File: config.mk
export PLATFORM = sky130hd
export DESIGN_NAME = delay_scan_window_center_top
export DESIGN_NICKNAME = d
export VERILOG_FILES = /design/src/hw/rtl/dswc_pkg.sv /design/src/hw/rtl/delay_scan_window_center_top.sv /design/src/hw/rtl/dswc_tracker.sv
export VERILOG_INCLUDE_DIRS = /design/src /design/src/hw/rtl
export SDC_FILE = /design/constraint.sdc
export NUM_CORES = 1
export LEC_CHECK = 0
export BUFFER_PORTS_ARGS = -buffer_cell sky130_fd_sc_hd__buf_4
export CORE_MARGIN = 5
export CORE_UTILIZATION = 60
export CTS_CLUSTER_DIAMETER = 50
export CTS_CLUSTER_SIZE = 10
export DETAILED_ROUTE_END_ITERATION = 8
export PLACE_DENSITY = 0.8
export SLEW_MARGIN = 20
export SYNTH_ARGS = -nofsm -noshare
export SYNTH_HDL_FRONTEND = slang
export SYNTH_HIERARCHICAL = 1
export SYNTH_SLANG_ARGS = --single-unit
File: constraint.sdc
create_clock -name clk -period 7.7 [get_ports clk]
set_input_delay 1.925 -clock clk [delete_from_list [all_inputs] [get_ports clk]]
set_output_delay 1.925 -clock clk [all_outputs]
set_load 0.01 [all_outputs]
File: src/hw/rtl/delay_scan_window_center_top_defines.svh
// ----------------------------------------------------------------------------
// Delay scan window center - assertion macros
// Concurrent assertion helpers shared by the RTL that checks itself.
// ----------------------------------------------------------------------------
`ifndef DELAY_SCAN_WINDOW_CENTER_TOP_DEFINES_SVH
`define DELAY_SCAN_WINDOW_CENTER_TOP_DEFINES_SVH

// Same-cycle implication, disabled while reset is asserted.
`define DSWC_ASSERT_NOW(lbl, clk, rst_n, ante, cons, msg) \
	lbl: assert property (@(posedge clk) disable iff (!(rst_n)) (ante) |-> (cons)) \
		else $error(msg);

// Next-cycle implication, disabled while reset is asserted.
`define DSWC_ASSERT_NEXT(lbl, clk, rst_n, ante, cons, msg) \
	lbl: assert property (@(posedge clk) disable iff (!(rst_n)) (ante) |=> (cons)) \
		else $error(msg);

`endif

File: src/hw/rtl/dswc_pkg.sv
// ----------------------------------------------------------------------------
// Delay scan window center - package
// Field widths and the window result type.
// ----------------------------------------------------------------------------
package dswc_pkg;

	localparam int UNIT_W = 3;
	localparam int WORD_W = 32;
	localparam int TAP_W  = 9;

	typedef logic [TAP_W-1:0] tap_t;

	typedef struct packed {
		tap_t win_start;
		tap_t win_end;
		tap_t centre;
	} window_t;

endpackage

File: src/hw/rtl/delay_scan_window_center_top.sv
// ----------------------------------------------------------------------------
// Delay scan window center - top level
// Finds the longest run of identical captured words over a delay scan.
// ----------------------------------------------------------------------------
// Usage:
//   Input channel (in_valid/in_ready): one transaction per delay tap, in tap
//   order, carrying afe_id, sample_word and last_tap (set on the final tap).
//   Output channel (out_valid/out_ready): one transaction per scan, issued for
//   the tap with last_tap set: unit_out, window_start, window_end, best_tap.
//   A last tap passes the input register, then the result register.
//   Throughput: one tap per clock unless a last tap waits for the output slot,
//   set by the combinational compare and run-counter update in the tracker.
//   A stalled result sits in the output register; further non-last taps keep
//   flowing in. Only a second last tap waits in the input register until the
//   pending result is taken, and in_ready then drops.
//   Reset (arst_n low) clears both valid flags and re-arms the scan state:
//   the next tap accepted is tap 0 of a new scan. After a last tap the scan
//   re-arms by itself.
//   Taps beyond MAX_TAPS are ignored except that a last tap still closes.
// ----------------------------------------------------------------------------
`include "delay_scan_window_center_top_defines.svh"

module delay_scan_window_center_top #(
	parameter int MAX_TAPS = 512
) (
	input  logic                          clk,
	input  logic                          arst_n,
	input  logic                          in_valid,
	output logic                          in_ready,
	input  logic [dswc_pkg::UNIT_W-1:0]   afe_id,
	input  logic [dswc_pkg::WORD_W-1:0]   sample_word,
	input  logic                          last_tap,
	output logic                          out_valid,
	input  logic                          out_ready,
	output logic [dswc_pkg::UNIT_W-1:0]   unit_out,
	output logic [dswc_pkg::TAP_W-1:0]    window_start,
	output logic [dswc_pkg::TAP_W-1:0]    window_end,
	output logic [dswc_pkg::TAP_W-1:0]    best_tap
);

	// input register stage
	logic                          valid_s1;
	logic [dswc_pkg::UNIT_W-1:0]   unit_s1;
	logic [dswc_pkg::WORD_W-1:0]   word_s1;
	logic                          last_s1;

	// result register
	logic                          out_valid_q;
	logic [dswc_pkg::UNIT_W-1:0]   unit_q;
	dswc_pkg::window_t             win_q;

	dswc_pkg::window_t             win;
	logic                          adv_s1;
	logic                          out_free;

	// Non-last taps never need the output slot, so they always move on
	assign out_free = !out_valid_q || out_ready;
	assign adv_s1   = valid_s1 && (!last_s1 || out_free);
	assign in_ready = !valid_s1 || adv_s1;

	always_ff @(posedge clk or negedge arst_n) begin
		if (!arst_n) begin
			valid_s1 <= 1'b0;
		end else if (in_ready) begin
			valid_s1 <= in_valid;
		end
	end

	always_ff @(posedge clk) begin
		if (in_ready && in_valid) begin
			unit_s1 <= afe_id;
			word_s1 <= sample_word;
			last_s1 <= last_tap;
		end
	end

	dswc_tracker #(
		.MAX_TAPS (MAX_TAPS)
	) u_tracker (
		.clk    (clk),
		.arst_n (arst_n),
		.take   (adv_s1),
		.word   (word_s1),
		.last   (last_s1),
		.win    (win)
	);

	always_ff @(posedge clk or negedge arst_n) begin
		if (!arst_n) begin
			out_valid_q <= 1'b0;
		end else if (adv_s1 && last_s1) begin
			out_valid_q <= 1'b1;
		end else if (out_ready) begin
			out_valid_q <= 1'b0;
		end
	end

	always_ff @(posedge clk) begin
		if (adv_s1 && last_s1) begin
			unit_q <= unit_s1;
			win_q  <= win;
		end
	end

	assign out_valid    = out_valid_q;
	assign unit_out     = unit_q;
	assign window_start = win_q.win_start;
	assign window_end   = win_q.win_end;
	assign best_tap     = win_q.centre;

	// ------------------------------------------------------------------------
	// Assertions
	// ------------------------------------------------------------------------
	`DSWC_ASSERT_NOW(a_nonlast_flows, clk, arst_n, valid_s1 && !last_s1, adv_s1,
		"non-last tap stalled in input stage")
	`DSWC_ASSERT_NEXT(a_last_gives_result, clk, arst_n, adv_s1 && last_s1, out_valid_q,
		"closing tap produced no result")
	`DSWC_ASSERT_NOW(a_centre_in_window, clk, arst_n, out_valid_q && (MAX_TAPS <= 512),
		(win_q.win_start <= win_q.centre) && (win_q.centre <= win_q.win_end),
		"center tap outside window")

endmodule

File: src/hw/rtl/dswc_tracker.sv
// ----------------------------------------------------------------------------
// Delay scan window center - run tracker
// Holds the scan state (previous word, tap count, current and longest run)
// and forms the window of the transaction being taken.
// ----------------------------------------------------------------------------
module dswc_tracker #(
	parameter int MAX_TAPS = 512
) (
	input  logic                            clk,
	input  logic                            arst_n,
	input  logic                            take,
	input  logic [dswc_pkg::WORD_W-1:0]     word,
	input  logic                            last,
	output dswc_pkg::window_t               win
);

	// Count width: holds 0..MAX_TAPS
	localparam int CW = $clog2(MAX_TAPS + 1);
	localparam int EW = (CW > dswc_pkg::TAP_W) ? CW : dswc_pkg::TAP_W;

	logic [dswc_pkg::WORD_W-1:0] prev_word_q;
	logic [CW-1:0]               tap_count_q;
	logic [CW-1:0]               run_len_q;
	logic [CW-1:0]               run_start_q;
	logic [CW-1:0]               best_len_q;
	logic [CW-1:0]               best_start_q;

	logic [CW-1:0] run_len_n, run_start_n, best_len_n, best_start_n, tap_count_n;
	logic [CW-1:0] sel_len, sel_start, len_m1, end_tap, centre_tap;
	logic [EW-1:0] start_x, end_x, centre_x;

	always_comb begin
		run_len_n    = run_len_q;
		run_start_n  = run_start_q;
		best_len_n   = best_len_q;
		best_start_n = best_start_q;
		tap_count_n  = tap_count_q;
		if (tap_count_q == '0) begin
			// first tap opens a run at tap 0
			run_len_n    = CW'(1);
			run_start_n  = '0;
			best_len_n   = CW'(1);
			best_start_n = '0;
			tap_count_n  = CW'(1);
		end else if (tap_count_q < CW'(MAX_TAPS)) begin
			if (word == prev_word_q) begin
				run_len_n = run_len_q + CW'(1);
			end else begin
				if (run_len_q > best_len_q) begin
					best_len_n   = run_len_q;
					best_start_n = run_start_q;
				end
				run_len_n   = CW'(1);
				run_start_n = tap_count_q;
			end
			tap_count_n = tap_count_q + CW'(1);
		end
	end

	// Close-out: strictly longer run wins, so a tie keeps the earlier one
	always_comb begin
		if (run_len_n > best_len_n) begin
			sel_len   = run_len_n;
			sel_start = run_start_n;
		end else begin
			sel_len   = best_len_n;
			sel_start = best_start_n;
		end
		len_m1     = sel_len - CW'(1);
		end_tap    = sel_start + len_m1;
		centre_tap = sel_start + (len_m1 >> 1);
		start_x    = EW'(sel_start);
		end_x      = EW'(end_tap);
		centre_x   = EW'(centre_tap);
		win.win_start = start_x[dswc_pkg::TAP_W-1:0];
		win.win_end   = end_x[dswc_pkg::TAP_W-1:0];
		win.centre    = centre_x[dswc_pkg::TAP_W-1:0];
	end

	always_ff @(posedge clk or negedge arst_n) begin
		if (!arst_n) begin
			prev_word_q  <= '0;
			tap_count_q  <= '0;
			run_len_q    <= CW'(1);
			run_start_q  <= '0;
			best_len_q   <= CW'(1);
			best_start_q <= '0;
		end else if (take) begin
			if (tap_count_q == '0 || tap_count_q < CW'(MAX_TAPS)) begin
				prev_word_q <= word;
			end
			if (last) begin
				// re-arm for the next scan
				tap_count_q  <= '0;
				run_len_q    <= CW'(1);
				run_start_q  <= '0;
				best_len_q   <= CW'(1);
				best_start_q <= '0;
			end else begin
				tap_count_q  <= tap_count_n;
				run_len_q    <= run_len_n;
				run_start_q  <= run_start_n;
				best_len_q   <= best_len_n;
				best_start_q <= best_start_n;
			end
		end
	end

endmodule
==> results of run 1 <==
[synth_stat cells, drive strengths merged (3+ instances only)]
master | instances | area (um2)
mux2 | 39 | 439.2
clkbuf | 17 | 63.81
ha | 40 | 500.5
o2bb2ai | 11 | 96.34
nor3 | 6 | 30.03
mux2i | 11 | 110.1
o31ai | 3 | 27.52
buf | 10 | 53.80
xnor2 | 54 | 473.0
and2 | 4 | 27.53
a2bb2oi | 3 | 26.28
a22o | 25 | 219.0
xor2 | 13 | 113.9
o22ai | 12 | 81.33
nor4 | 7 | 58.81
and3 | 4 | 25.02
nand4 | 14 | 87.58
or3 | 4 | 30.03
inv | 31 | 116.4
o21ai | 24 | 120.1
nand2b | 5 | 31.28
edfxtp | 66 | 1982
nand2 | 36 | 135.1
nor2 | 32 | 120.1
nand3 | 9 | 45.04
or2 | 8 | 50.05
nor2b | 6 | 37.54
a211oi | 4 | 35.03
dfrtp | 80 | 2002
nand4b | 4 | 41.29
a21oi | 44 | 235.2
a21o | 6 | 45.04
o21bai | 6 | 45.04
[state kept, by name (all words and copies together) (netlist names)]
name	count
u_tracker/run_len_q	10
u_tracker/run_start_q	9
window_end	9
u_tracker/tap_count_q	10
u_tracker/best_len_q	10
u_tracker/prev_word_q	32
unit_out	3
valid_s1	1
unit_s1	3
word_s1	32
window_start	9
best_tap	9
out_valid	1
last_s1	1
u_tracker/best_start_q	9
[per-stage QoR]
step / hold slack, ns / utilization [%] / setup slack, ns / cells / cell area, um2
floorplan: 0.4003 / - / 1.142 / 659 / 7760
global placement: 0.4011 / 66.97 / 1.110 / 887 / 8486
detailed placement: 0.4105 / 66.97 / 0.8139 / 887 / 8486
CTS: 0.4243 / 71.75 / 0.7460 / 919 / 9091
global route: 0.4346 / 71.78 / 0.1980 / 919 / 9095
finish: 0.4260 / 71.78 / 0.6864 / 919 / 9095
[final cells by class]
class                      count  share of cell area [%]
sequential                   148                   44.38
clock buffer                  18                   4.719
multi-input combinational    452                   38.38
clock inverter                14                   1.940
inverter                      32                   1.321
timing repair buffer          83                   6.892
tap                          172                   2.366
[cells by family after synthesis]
| kind of cell | synth area share [%] |
|---|---|
| mux | 7.078 |
| compound gates | 13.53 |
| flops | 52.02 |
| buf+inv | 3.063 |
| fa+ha+maj | 6.966 |
| xor+xnor | 7.562 |
| simple gates | 9.787 |
[path summary, 6_finish.rpt]
check | startpoint | end | cells past startpoint
max | u_tracker/run_len_q[0] | best_tap[8] | 30
min | unit_s1[2] | unit_out[2] | 0
max reg2reg | u_tracker/run_len_q[0] | best_tap[8] | 30
min reg2reg | unit_s1[2] | unit_out[2] | 0
max in group asynchronous | arst_n | u_tracker/run_start_q[7] | 1
min in group asynchronous | arst_n | u_tracker/best_len_q[4] | 1
[critical path: cells and delay by family (launching register included)]
family          cells  cell delay, ns
fa+ha+maj           4            1.18
xor+xnor            3            0.64
buf+inv             4            0.39
simple gates        6            1.61
compound gates     13            2.34
flops               1            0.61
[report_power, final]
part	switching, W	internal (W)	total, W
registers	0.0000365	0.000878	0.000914
logic	0.000128	0.0000992	0.000228
clock network	0.000335	0.000514	0.000849
[routing by layer]
| layer | vias to the layer above | GRT usage (%) | share of wire [%] |
|---|---|---|---|
| li1 | 2569 | - | - |
| met1 | 2753 | 30.15 | 41 |
| met2 | 197 | 40.15 | 51 |
| met3 | 32 | 6.358 | 6.6 |
| met4 | 0 | 9.550 | 1.9 |
| met5 | - | 0 | 0 |
==> impl_metrics.env, run 1 <==
export IMPL_r2r_setup_slack_ns=0.69
export IMPL_cap_violations=0
export IMPL_overflow=0
export IMPL_vias_per_cell=6.040
export IMPL_critical_path_class="reg2reg"
export IMPL_leakage_nw=3.851
export IMPL_syn_inst=659
export IMPL_finalSetupTns_ns=0
export IMPL_finalClockSkew_ns=0.01034
export IMPL_start_util_pct=61.24
export IMPL_slowest_stage="dfstp_2"
export IMPL_post_cts_resized=0
export IMPL_ios=72
export IMPL_cpMostUsedCell="a21oi_1"
export IMPL_crit_fanout=16
export IMPL_worstMarginPinSlew_ns=0.8847
export IMPL_die_x_um=123.7
export IMPL_avgSynthCellArea_um2=11.78
export IMPL_drv_slew=0
export IMPL_min_period_ns=7.014
export IMPL_synth_area_mm2=0.007760
export IMPL_final_common_cell="buf_4"
export IMPL_port_buffers=71
export IMPL_wl_per_cell_um=18.57
export IMPL_finalSetupViolCount=0
export IMPL_synth_main_ff_cell="dfrtp_1"
export IMPL_htree_levels=4
export IMPL_multiInputGateArea_mm2=0.003491
export IMPL_clock_latency_ns=0.43
export IMPL_yosys_warnings=6
export IMPL_grt_usage_pct=24.13
export IMPL_firstDrtPassIters=5
export IMPL_hold_viol=0
export IMPL_cts_sinks=148
export IMPL_die_y_um=123.7
export IMPL_grt_pass1_vias=5696
export IMPL_cts_buffers_inserted=17
export IMPL_post_cts_buffers=0
export IMPL_synth_ff_latch_count=148
export IMPL_synth_edf_count=66
export IMPL_slowest_delay_ns=0.61
export IMPL_antenna_found_initial=0
export IMPL_fin_nets=816
export IMPL_power_density_mw_per_mm2=218.9
export IMPL_hold_class="reg2reg"
export IMPL_fin_crit_sh_pct=91.09
export IMPL_peakVddDrop_mv=0.1765
export IMPL_drive_above_1_share_pct=23.43
export IMPL_areaGrowthSynthToFinish_pct=17.20
export IMPL_ys_types=61
export IMPL_drtIter0Drc=494
export IMPL_worstPathArrival_ns=7.18
export IMPL_nFillCells=895
export IMPL_async_flop_share_pct=55.41
export IMPL_finalPower_w=0.001991
export IMPL_wirelength_mm=17.07
export IMPL_ctsLongestPathBuffers=2
export IMPL_drc_errors=0
export IMPL_vias=5551
export IMPL_die_area_mm2=0.01531
export IMPL_gp_congestion=0.9062
export IMPL_rsz0062_at_grt="no"
export IMPL_final_cell_mix="82 x buf_4, 80 x dfrtp_1, 66 x edfxtp_1, 54 x xnor2_1, 42 x a21oi_1"
export IMPL_synth_seq_area_share_pct=52.02
export IMPL_max_freq_ghz=0.1426
export IMPL_synth_fp_nets=741
export IMPL_status="completed"
export IMPL_hpwl_mm=12.00
export IMPL_clk_pin_slew_worst_paths_ns=0.06
export IMPL_n_antenna_cell=0
export IMPL_cts_hold_buf=0
export IMPL_ant_nets=0
export IMPL_grt_max_degree=83
export IMPL_crit_path_end_kind="register"
export IMPL_register_area_mm2=0.004036
export IMPL_cts_root_buf="clkbuf_16"
export IMPL_grt_pass1_wl_mm=28.16
export IMPL_num_rows=41
export IMPL_cts_tree="built"
export IMPL_relSlewSlack_pct=40.66
export IMPL_cp_start_kind="register"
export IMPL_core_mm2=0.01267
export IMPL_crit_required_ns=7.87
(Power assumes the default switching activity.)
==> run 2: changes to the inputs <==
CORE_UTILIZATION = 64   (was 60)
PLACE_DENSITY = 0.85   (was 0.8)
clock period = 8.52 ns   (was 7.7 ns; I/O delays follow)
==> run 2 against run 1 <==
Effect of this change: global-route usage down 0.067 points; via count is 0.49% higher; critical path depth did not move; sequential share of layout area rose by 0.27 points; design area shrank 0.61%; fmax down 2.7%.
==> impl_metrics.env, run 2 (same netlist as run 1, synthesis figures left out) <==
export IMPL_cts_sinks=148
export IMPL_hold_viol=0
export IMPL_htree_levels=4
export IMPL_post_cts_resized=0
export IMPL_vias=5578
export IMPL_crit_buf_inv=4
export IMPL_clock_latency_ns=0.42
export IMPL_power_density_mw_per_mm2=197.9
export IMPL_leakage_nw=3.830
export IMPL_grt_usage_pct=24.06
export IMPL_cts_buffers_inserted=17
export IMPL_hpwl_mm=11.71
export IMPL_drtIter0Drc=462
export IMPL_clk_pin_slew_worst_paths_ns=0.06
export IMPL_cts_tree="built"
export IMPL_max_freq_ghz=0.1387
export IMPL_rsz0062_at_grt="no"
export IMPL_relSlewSlack_pct=33.55
export IMPL_drv_slew=0
export IMPL_n_antenna_cell=0
export IMPL_final_cell_mix="80 x dfrtp_1, 79 x buf_4, 66 x edfxtp_1, 54 x xnor2_1, 42 x a21oi_1"
export IMPL_ios=72
export IMPL_crit_fanout=16
export IMPL_critical_path_class="reg2reg"
export IMPL_fin_cells=891
export IMPL_gp_congestion=0.9416
export IMPL_vias_per_cell=6.260
export IMPL_fin_crit_sh_pct=84.63
export IMPL_cp_start_kind="register"
export IMPL_final_common_cell="dfrtp_1"
export IMPL_crit_required_ns=8.69
export IMPL_nFillCells=734
export IMPL_placed_cells=859
export IMPL_grt_pass1_wl_mm=27.72
export IMPL_grt_pass1_vias=5742
export IMPL_ctsLongestPathBuffers=2
export IMPL_finalPower_w=0.001789
export IMPL_fin_nets=813
export IMPL_start_util_pct=64.87
export IMPL_wl_per_cell_um=18.71
export IMPL_port_buffers=71
export IMPL_slowest_stage="dfstp_2"
export IMPL_worstMarginPinSlew_ns=0.9892
export IMPL_ant_nets=0
export IMPL_slowest_delay_ns=0.62
export IMPL_finalClockSkew_ns=0.008454
export IMPL_die_y_um=120.1
export IMPL_multiInputGateArea_mm2=0.003491
export IMPL_core_mm2=0.01196
export IMPL_grt_max_degree=83
export IMPL_worstPathArrival_ns=7.38
export IMPL_finalSetupViolCount=0
export IMPL_num_rows=40
export IMPL_drc_errors=0
export IMPL_firstDrtPassIters=5
export IMPL_register_area_mm2=0.004036
export IMPL_status="completed"
export IMPL_cts_hold_buf=0
export IMPL_areaGrowthSynthToFinish_pct=16.49
export IMPL_cts_root_buf="clkbuf_16"
export IMPL_cap_violations=0
export IMPL_min_period_ns=7.210
export IMPL_die_area_mm2=0.01443
export IMPL_drive_above_1_share_pct=23.39
export IMPL_peakVddDrop_mv=0.1696
export IMPL_die_x_um=120.1
export IMPL_post_cts_buffers=0
export IMPL_wirelength_mm=16.68
export IMPL_path_delay_family="compound AO/OA/AOI/OAI gates"
export IMPL_crit_path_end_kind="register"
export IMPL_top_regs="u_tracker/prev_word_q x32, word_s1 x32"
export IMPL_hold_class="reg2reg"
export IMPL_antenna_found_initial=0
export IMPL_finalSetupTns_ns=0
export IMPL_cpMostUsedCell="a21oi_1"
export IMPL_overflow=0
[run 2: cell count changes in the layout (fill, tap and decap cells not counted)]
cell / previous run / this run
clkinvlp_4: 1 / 3
clkinv_2: 1 / 2
clkbuf_1: 1 / 0
inv_8: 2 / 0
buf_4: 82 / 79
inv_6: 3 / 4
clkinv_1: 3 / 2
[run 2: per-stage QoR]
step	setup slack, ns	cell area, um2	hold WS, ns	utilization (%)
6_report	1.310	9040	0.4255	75.58
5_1_grt	0.8636	9040	0.4372	75.58
4_1_cts	1.490	9036	0.4292	75.54
3_5_place_dp	1.533	8432	0.4152	70.49
3_3_place_gp	1.869	8432	0.4009	70.49
2_1_floorplan	1.962	7760	0.4003	-
[run 2: layout make-up]
type                    instances  share of cell area (%)
clock buffers                  17                   4.706
flip-flops and latches        148                   44.65
well taps                     147                   2.035
clock inverters                15                   1.979
repair buffers                 80                   6.685
multi-input cells             452                   38.62
inverters                      32                   1.329
[run 2: per-layer routing]
layer | GRT usage (%) | wire [um]
met4 | 10.88 | 446
met3 | 4.665 | 1142
met5 | 0 | 0
met1 | 30.09 | 6646
met2 | 40.60 | 8440
[run 2: report_power, final]
part	internal, W	switching, W
logic	0.0000888	0.000115
registers	0.000793	0.0000337
clock network	0.000462	0.000296
[run 2: final timing paths]
kind                                             start                        to  slack (ns)  depth (start not counted)
worst max register to register  u_tracker/run_len_q[0]               best_tap[8]        1.31                         30
worst min register to register              unit_s1[2]               unit_out[2]        0.43                          0
worst max-delay path            u_tracker/run_len_q[0]               best_tap[8]        1.31                         30
max in group asynchronous                       arst_n   u_tracker/best_len_q[1]        6.24                          1
worst min-delay path                        unit_s1[2]               unit_out[2]        0.43                          0
min in group asynchronous                       arst_n  u_tracker/run_start_q[8]        1.73                          1
